===== src/rtl/sma_crossover_signal_macros.svh =====
// Assertion macros for the crossover signal block.
`ifndef SMA_CROSSOVER_SIGNAL_MACROS_SVH
`define SMA_CROSSOVER_SIGNAL_MACROS_SVH
`ifndef SYNTHESIS
`define SMA_ASSERT_IMP(label, clk, rst, a, c) \
  label: assert property (@(posedge clk) disable iff (rst) (a) |-> (c)) \
    else $error("assertion failed");
`define SMA_ASSERT_NXT(label, clk, rst, a, c) \
  label: assert property (@(posedge clk) disable iff (rst) (a) |=> (c)) \
    else $error("assertion failed");
`else
`define SMA_ASSERT_IMP(label, clk, rst, a, c)
`define SMA_ASSERT_NXT(label, clk, rst, a, c)
`endif
`endif


===== src/rtl/smax_pkg.sv =====
// Package with constants and register codes for the crossover signal block.
package smax_pkg;
  localparam int HISTORY_DEPTH_DEF = 32;
  localparam int PRICE_BITS_DEF = 32;
  localparam logic [1:0] REG_SHORT_LEN = 2'd0;
  localparam logic [1:0] REG_LONG_LEN = 2'd1;
  localparam logic [1:0] REG_REWARD = 2'd2;
  localparam logic signed [39:0] S40_MAX = 40'sh7F_FFFF_FFFF;
  localparam logic signed [39:0] S40_MIN = 40'sh80_0000_0000;
endpackage


===== src/rtl/smax_ram.sv =====
// Generic single port RAM with registered read.
module smax_ram #(
  parameter int WIDTH = 32,
  parameter int DEPTH = 32
) (
  input  logic                     clk,
  input  logic                     we,
  input  logic [$clog2(DEPTH)-1:0] addr,
  input  logic [WIDTH-1:0]         wdata,
  output logic [WIDTH-1:0]         rdata
);
  logic [WIDTH-1:0] mem [DEPTH];

  // Write or read one entry per cycle.
  always_ff @(posedge clk) begin
    if (we) begin
      mem[addr] <= wdata;
    end
    rdata <= mem[addr];
  end
endmodule


===== src/rtl/sma_crossover_signal.sv =====
// Top level of the dual moving average crossover signal block.
//
// Channel  Dir  Handshake        Payload
// s_axis   in   tvalid/tready    close_price, candle_time, asset_id
// m_axis   out  tvalid/tready    order fields
// apb      in   psel/penable     short_len, long_len, reward_ratio
//
// After reset a clearing pass zeroes the history. During warm-up, until
// as many candles as the larger effective window length have been seen,
// a candle is only written to the history. The window sums read the
// history RAM one entry a cycle, and both averages go through one
// shared bit-serial divider. The ratio product is built from four
// partial products. An order waits in the output register while the
// next candle is taken; the sequencer holds in its last step only while
// that register is still full.
module sma_crossover_signal #(
  parameter int HISTORY_DEPTH = smax_pkg::HISTORY_DEPTH_DEF
) (
  input  logic         clk,
  input  logic         rst,
  input  logic         s_axis_tvalid,
  output logic         s_axis_tready,
  // tdata: close_price[31:0], candle_time[63:32], asset_id[71:64]
  input  logic [71:0]  s_axis_tdata,
  output logic         m_axis_tvalid,
  input  logic         m_axis_tready,
  // tdata: order_time, order_asset, order_side, entry_price, stop_loss,
  // take_profit, then zero fill
  output logic [159:0] m_axis_tdata,
  input  logic         psel,
  input  logic         penable,
  input  logic         pwrite,
  input  logic [3:0]   paddr,
  input  logic [31:0]  pwdata,
  output logic [31:0]  prdata,
  output logic         pready
);
  import smax_pkg::*;
  `include "sma_crossover_signal_macros.svh"

  localparam int PRICE_BITS = PRICE_BITS_DEF;
  localparam int AW = $clog2(HISTORY_DEPTH);
  localparam int SW = PRICE_BITS + 5;       // sum of up to 31 prices
  localparam int DW = 40;                   // datapath of stop arithmetic
  localparam int CW = $clog2(SW + 1);
  localparam logic [AW-1:0] DEPTH_M1 = AW'(HISTORY_DEPTH - 1);

  typedef enum logic [3:0] {
    ST_CLEAR, ST_IDLE, ST_WRITE, ST_RD, ST_ACC, ST_DIV_S, ST_DIV_L,
    ST_STOP, ST_MUL, ST_DONE
  } state_t;

  state_t           state;
  logic [4:0]       short_len, long_len;
  logic [15:0]      reward_ratio;
  logic [AW-1:0]    write_pointer, ram_addr, rd_ptr;
  logic [4:0]       seen_count, need, ns, nl, rd_cnt;
  logic             short_above_flag;
  logic             ram_we;
  logic [PRICE_BITS-1:0] ram_wdata, ram_rdata, price;
  logic [31:0]      cur_time;
  logic [7:0]       cur_asset;
  logic [SW-1:0]    sum_s, sum_l, rem, quo, dvd;
  logic [CW-1:0]    div_cnt;
  logic             rd_valid;
  logic [5:0]       acc_cnt;
  logic [DW-1:0]    avg_s, avg_l;
  logic signed [DW+2:0] stop4, risk4;
  logic             side;
  logic [1:0]       mul_cnt;
  logic [DW+15:0]   mul_acc;
  logic [SW:0]      rem_try;

  assign pready = 1'b1;
  assign ns = (short_len == 5'd0) ? 5'd1 : short_len;
  assign nl = (long_len == 5'd0) ? 5'd1 : long_len;
  assign need = (ns > nl) ? ns : nl;
  assign s_axis_tready = (state == ST_IDLE);

  // Register read back.
  always_comb begin
    unique case (paddr[3:2])
      REG_SHORT_LEN: prdata = {27'd0, short_len};
      REG_LONG_LEN:  prdata = {27'd0, long_len};
      REG_REWARD:    prdata = {16'd0, reward_ratio};
      default:       prdata = 32'd0;
    endcase
  end

  // RAM port: clearing, candle write, then window reads.
  always_comb begin
    ram_we = (state == ST_CLEAR) || (state == ST_WRITE);
    ram_wdata = (state == ST_CLEAR) ? '0 : price;
    ram_addr = (state == ST_CLEAR || state == ST_WRITE) ? write_pointer : rd_ptr;
  end

  smax_ram #(.WIDTH(PRICE_BITS), .DEPTH(HISTORY_DEPTH)) u_hist (
    .clk(clk), .we(ram_we), .addr(ram_addr), .wdata(ram_wdata), .rdata(ram_rdata)
  );

  assign rem_try = {rem, dvd[SW-1]} - {1'b0, (state == ST_DIV_S) ?
                   {{(SW-5){1'b0}}, ns} : {{(SW-5){1'b0}}, nl}};

  // Main sequencer: history update, window sums, division, order build.
  always_ff @(posedge clk) begin
    if (rst) begin
      state <= ST_CLEAR;
      write_pointer <= '0;
      seen_count <= '0;
      short_above_flag <= 1'b0;
      m_axis_tvalid <= 1'b0;
      short_len <= 5'd10;
      long_len <= 5'd20;
      reward_ratio <= 16'd512;
    end else begin
      if (psel && penable && pwrite) begin
        case (paddr[3:2])
          REG_SHORT_LEN: short_len <= pwdata[4:0];
          REG_LONG_LEN:  long_len <= pwdata[4:0];
          REG_REWARD:    reward_ratio <= pwdata[15:0];
          default: ;
        endcase
      end
      if (m_axis_tvalid && m_axis_tready && state != ST_DONE) m_axis_tvalid <= 1'b0;
      unique case (state)
        ST_CLEAR: begin
          write_pointer <= (write_pointer == DEPTH_M1) ? '0 : write_pointer + 1'b1;
          if (write_pointer == DEPTH_M1) state <= ST_IDLE;
        end
        ST_IDLE: begin
          if (s_axis_tvalid && s_axis_tready) begin
            price <= s_axis_tdata[PRICE_BITS-1:0];
            cur_time <= s_axis_tdata[63:32];
            cur_asset <= s_axis_tdata[71:64];
            state <= ST_WRITE;
          end
        end
        ST_WRITE: begin
          rd_ptr <= write_pointer;
          write_pointer <= (write_pointer == DEPTH_M1) ? '0 : write_pointer + 1'b1;
          if (seen_count != 5'd31) seen_count <= seen_count + 1'b1;
          if (((seen_count == 5'd31) ? 5'd31 : seen_count + 1'b1) < need) begin
            state <= ST_IDLE;
          end else begin
            sum_s <= '0;
            sum_l <= '0;
            rd_cnt <= 5'd0;
            acc_cnt <= 6'd0;
            rd_valid <= 1'b0;
            state <= ST_RD;
          end
        end
        ST_RD: begin
          // Newest first; accumulate the read that returned this cycle.
          if (rd_valid) begin
            if (acc_cnt < {1'b0, ns}) sum_s <= sum_s + SW'(ram_rdata);
            if (acc_cnt < {1'b0, nl}) sum_l <= sum_l + SW'(ram_rdata);
            acc_cnt <= acc_cnt + 1'b1;
          end
          if (rd_valid && (acc_cnt + 1'b1 == {1'b0, need})) begin
            state <= ST_ACC;
          end
          rd_valid <= (rd_cnt < need);
          if (rd_cnt < need) begin
            rd_cnt <= rd_cnt + 1'b1;
            rd_ptr <= (rd_ptr == '0) ? DEPTH_M1 : rd_ptr - 1'b1;
          end
        end
        ST_ACC: begin
          dvd <= sum_s;
          rem <= '0;
          div_cnt <= '0;
          state <= ST_DIV_S;
        end
        ST_DIV_S, ST_DIV_L: begin
          // Restoring division, one quotient bit a cycle.
          if (div_cnt == CW'(SW - 1)) begin
            if (state == ST_DIV_S) begin
              avg_s <= DW'({dvd[SW-2:0], !rem_try[SW]});
              dvd <= sum_l;
              rem <= '0;
              div_cnt <= '0;
              state <= ST_DIV_L;
            end else begin
              avg_l <= DW'({dvd[SW-2:0], !rem_try[SW]});
              state <= ST_STOP;
            end
          end else begin
            if (!rem_try[SW]) begin
              rem <= rem_try[SW-1:0];
              dvd <= {dvd[SW-2:0], 1'b1};
            end else begin
              rem <= {rem[SW-2:0], dvd[SW-1]};
              dvd <= {dvd[SW-2:0], 1'b0};
            end
            div_cnt <= div_cnt + 1'b1;
          end
        end
        ST_STOP: begin
          logic signed [DW+2:0] g, c4, a, b, st;
          logic now;
          now = avg_s > avg_l;
          g = $signed({3'b0, (now ? avg_s - avg_l : avg_l - avg_s)});
          c4 = $signed({1'b0, (DW+2)'(price)}) <<< 2;
          short_above_flag <= now;
          side <= !now;
          if (now != short_above_flag) begin
            if (now) begin
              a = ($signed({3'b0, avg_l}) <<< 2) - g;
              b = c4 - (g <<< 1);
              st = (a < b) ? a : b;
              risk4 <= c4 - st;
            end else begin
              a = ($signed({3'b0, avg_s}) <<< 2) + g;
              b = c4 + (g <<< 1);
              st = (a > b) ? a : b;
              risk4 <= st - c4;
            end
            stop4 <= st;
            mul_acc <= '0;
            mul_cnt <= 2'd0;
            state <= ST_MUL;
          end else begin
            state <= ST_IDLE;
          end
        end
        ST_MUL: begin
          // rr*risk4 in 4 partial products of 9 bits each; risk4 stays below 2**35.
          mul_acc <= mul_acc + ((DW+16)'(reward_ratio) *
                     (DW+16)'(risk4[mul_cnt*9 +: 9]) << (mul_cnt*9));
          mul_cnt <= mul_cnt + 1'b1;
          if (mul_cnt == 2'd3) state <= ST_DONE;
        end
        ST_DONE: begin
          logic signed [DW+17:0] tp, sl, sr;
          sr = $signed({2'b0, mul_acc}) >>> 10;
          tp = side ? $signed((DW+18)'(price)) - sr : $signed((DW+18)'(price)) + sr;
          sl = (DW+18)'(stop4 >>> 2);
          // Load the order once the output register is free.
          if (!m_axis_tvalid || m_axis_tready) begin
            m_axis_tdata[31:0] <= cur_time;
            m_axis_tdata[39:32] <= cur_asset;
            m_axis_tdata[40] <= side;
            m_axis_tdata[72:41] <= 32'(price);
            m_axis_tdata[112:73] <= (sl > S40_MAX) ? S40_MAX : (sl < S40_MIN) ? S40_MIN
                                    : sl[39:0];
            m_axis_tdata[152:113] <= (tp > S40_MAX) ? S40_MAX : (tp < S40_MIN) ? S40_MIN
                                     : tp[39:0];
            m_axis_tdata[159:153] <= '0;
            m_axis_tvalid <= 1'b1;
            state <= ST_IDLE;
          end
        end
        default: state <= ST_IDLE;
      endcase
    end
  end

  `SMA_ASSERT_IMP(a_ready_idle, clk, rst, s_axis_tready, state == ST_IDLE)
  `SMA_ASSERT_NXT(a_done_valid, clk, rst, state == ST_DONE, m_axis_tvalid)
  `SMA_ASSERT_IMP(a_div_cnt, clk, rst, state == ST_DIV_S || state == ST_DIV_L,
                  div_cnt < CW'(SW))
endmodule

===== config.mk =====
export PLATFORM = sky130hd
export DESIGN_NAME = sma_crossover_signal
export DESIGN_NICKNAME = d
export VERILOG_FILES = /design/src/rtl/smax_pkg.sv /design/src/rtl/smax_ram.sv /design/src/rtl/sma_crossover_signal.sv
export VERILOG_INCLUDE_DIRS = /design/src /design/src/rtl
export SDC_FILE = /design/constraint.sdc
export NUM_CORES = 2
export LEC_CHECK = 0
export BUFFER_PORTS_ARGS = -buffer_cell sky130_fd_sc_hd__buf_2
export CELL_PAD_IN_SITES_DETAIL_PLACEMENT = 1
export CELL_PAD_IN_SITES_GLOBAL_PLACEMENT = 1
export CORE_AREA = 4 4 434 436
export DETAILED_ROUTE_END_ITERATION = 7
export DIE_AREA = 0 0 438 440
export PLACE_DENSITY_LB_ADDON = 0.25
export SYNTH_ARGS = -nofsm -noshare
export SYNTH_HDL_FRONTEND = slang
export SYNTH_SLANG_ARGS = --single-unit

===== constraint.sdc =====
create_clock -name clk -period 19.8 [get_ports clk]
set_clock_uncertainty 0.2 [all_clocks]
set_input_delay 1.98 -clock clk [delete_from_list [all_inputs] [get_ports clk]]
set_output_delay 1.98 -clock clk [all_outputs]
set_load 0.01 [all_outputs]

==> out/qor.csv <==
stage;metric;value;unit
sta;Post-Route Setup TNS;0;ns
setup_path;Crit path required time;20.18;ns
drt;DRT Wirelength;307000;um
die;I/O pin cnt;310;
die;die area;193000;um2
finish;commonest non-fill, non-tap cells in the layout;edfxtp_1, nor2_1, ha_1;
finish;Area Growth Syn to Fin;11.2;%
sta;fin crit share;79.2;%
global_routing;initial antenna violation count;14;
die;die height;440;um
global_routing;GR Overflow Total;0;
finish;nets@finish;9083;
sta;minimum clock period;15.68;ns
setup_path;Reg-to-Reg End;risk4[35]$_DFFE_PP_;
setup_path;Crit path top cell by count;a21oi_1;
die;Initial Utilization;51.7;%
drt;DRT Pass-1 Iters;8;
setup_path;Slowest Stage Delay on Critical Path;0.74;ns
power;LEAKAGE;40.0;nW
cts;Clock Tree Buf Depth;3;
finish;Finished Cell Area;106000;um2
setup_path;worst r2r src;avg_l[7]$_DFFE_PP_;
drt;post-route ant nets;0;
global_routing;vias in the first global route;70965;
setup_path;CP Launch Type;flop;
placement;Final HPWL DP;212000;um
cts;CTS Hold Bufs;0;
drt;DR vias;67952;
sta;setup violators final;0;
drt;Vias/cell;6.25;
global_routing;GRT Total Usage;31.4;%
finish;share of cells above drive strength 1;13.4;%
cts;postcts setup bufs;0;
setup_path;CP endpoint;risk4[35]$_DFFE_PP_;
outcome;status;completed;
placement;PortBufs;267;
sta;Slew Limit Fails;0;
cts;latest clock arrival within the worst-skew pair;0.84;ns
setup_path;Setup crit end kind;flop;
min_path;HP Class;reg2reg;
die;Rows;158;
drt;wire length on met2;152000;um
drt;Met3 Wirelength;22100;um
power;PwrDens;102;nW/um2
flow_run;MaxCap Viol Count;0;
setup_path;Critical-path top delay cell;buf_4;
cts;root buf cell;clkbuf_16;
setup_path;R2R setup slack;4.12;ns
logic_synthesis;ys flop type;edfxtp_1;
placement;dpl cell area;100000;um2
setup_path;arrival time worst endpoint;16.06;ns
cts;Reg clk slew, reported paths;0.07;ns
logic_synthesis;Post-Syn Area;95500;um2
finish;register area;50400;um2
drt;DR top layer;met5;
logic_synthesis;Gate Count Post-Synth;8001;
global_routing;first-pass GRT wire length;455000;um
logic_synthesis;asr flop ratio synth;0;%
setup_path;worst setup path start;avg_l[7]$_DFFE_PP_;
logic_synthesis;Distinct cells, synth;115;
cts;H-tree levels;4;
setup_path;FF-to-FF path depth;59;
setup_path;critical path peak fanout;53;
logic_synthesis;#FFs+latches synth;1704;
setup_path;kind of critical path;reg2reg;
cts;total CTS buffers;179;
drt;Detailed Route Iter0 Violations;6010;
sta;Final Hold Vio Count;0;
finish;number of fill cells;18868;
drt;DRT met1 WL;117000;um
finish;commonest non-fill, non-tap cell in the layout;edfxtp_1;
logic_synthesis;register area share after synthesis;52.8;%
sta;RSZ-0062 raised after global routing;false;
sta;Slew @ Worst Pin;1.34;ns
cts;CTS sink count;1704;
sta;achievable frequency;0.0638;GHz
logic_synthesis;mean post-synth cell area;11.9;um2
drt;DRC;0;
sta;Slew HR;10.4;%
die;Die Wd;438;um
sta;WHS;0.211;ns
die;core area;185000;um2
power;highest ir drop seen on vdd;0.195;mV
placement;Placer Congestion;0.922;
drt;WL/cell;28.2;um
logic_synthesis;Yosys Warn Count;0;
cts;post-CTS sizing;0;
logic_synthesis;Post-synth EDFFs;1630;
global_routing;largest net degree at the start of global routing;142;
finish;final core occ;57.5;%
finish;area of the multi-input gates;42300;um2
cts;TritonCTS clock tree;yes;
-- Yosys cell counts, types with 30 or more instances --
master       n  area [um2]
a21o_1     173        1300
mux2i_1     52         521
a211oi_1    54         405
and3_1      69         432
nand2_1    582        2180
nand3_1    123         616
nor4_1      36         225
inv_1      495        1860
o21ai_0    334        1670
mux2_2      31         349
a21oi_1    543        2720
xor2_1     134        1170
a31oi_1    100         626
nor3_1     154         771
ha_1       625        7820
edfxtp_1  1630       48900
or3_1       49         307
mux4_2     251        5650
xnor2_1    287        2510
nand4_1     75         469
a22oi_1    128         961
o21a_1      58         435
nor2_1     761        2860
nor2b_1     68         425
o31ai_1     30         225
and2_1      98         613
dfxtp_1     74        1480
fa_1       110        2200
o21bai_1    83         623
clkbuf_1   264         991
buf_1       39         146
nand2b_1    77         482
-- cell families after synthesis --
group                      synth area share [%]
AOI/OAI and AO/OA                          11.8
xor gates and xnor gates                   3.91
adders and majority gates                  10.6
buffers and inverters                      3.54
DFF                                        52.8
muxes                                      6.84
other                                   0.00786
and+or+nand+nor                            10.5
-- how the worst min path moves through the flow --
stage	start	cells after the start	slack [ns]	to
2_1_floorplan	cur_time[0]$_DFFE_PP_	0	0.20	m_axis_tdata[0]$_DFFE_PP_
3_3_place_gp	cur_asset[7]$_DFFE_PP_	0	0.20	m_axis_tdata[39]$_DFFE_PP_
3_5_place_dp	cur_time[20]$_DFFE_PP_	0	0.21	m_axis_tdata[20]$_DFFE_PP_
4_1_cts	cur_time[12]$_DFFE_PP_	0	0.22	m_axis_tdata[12]$_DFFE_PP_
5_1_grt	cur_time[20]$_DFFE_PP_	0	0.22	m_axis_tdata[20]$_DFFE_PP_
6_report	cur_asset[6]$_DFFE_PP_	0	0.21	m_axis_tdata[38]$_DFFE_PP_
-- through the flow --
stage	total power [W]	worst slack [ns]	std cells
2_1_floorplan	0.00637	5.25	8023
3_3_place_gp	0.00719	4.75	10532
3_5_place_dp	0.00732	4.45	10532
4_1_cts	0.0109	4.33	10867
5_1_grt	0.0112	2.78	10867
6_report	0.0108	4.12	10875
-- layer usage --
layer / vias up / track usage (%)
met2: 2854 / 54.2
met4: 6 / 14.7
met3: 698 / 5.69
li1: 30065 / -
met1: 34329 / 38.5
met5: - / 0
-- sequential cells by signal (all words and copies together) (netlist names), 41 cells and up --
signal,cells
stop4,41
mul_acc,56
m_axis_tdata,153
u_hist.mem,1024
-- cell type report --
class	instances	area share, %
inverters	499	1.76
clock buffers	210	4.43
clock inverters	125	1.35
well taps	2480	2.92
flip-flops and latches	1704	47.5
multi-input cells	5459	39.9
diodes	8	0.0189
repair buffers	390	2.15
-- critical path, delay by kind of cell, from the launching register on --
kind	cells	cell delay, ns
flip-flops	1	0.46
XOR/XNOR	2	0.59
adder cells (fa/ha/maj)	4	1.44
buffers and inverters	4	1.77
AND/OR/NAND/NOR	11	1.48
AO/OA/AOI/OAI	38	9.42
-- power breakdown --
part | internal (W) | switching (W)
clock network | 0.00201 | 0.00152
logic | 0.00111 | 0.00180
registers | 0.00429 | 0.000112
(Power assumes the default switching activity.)
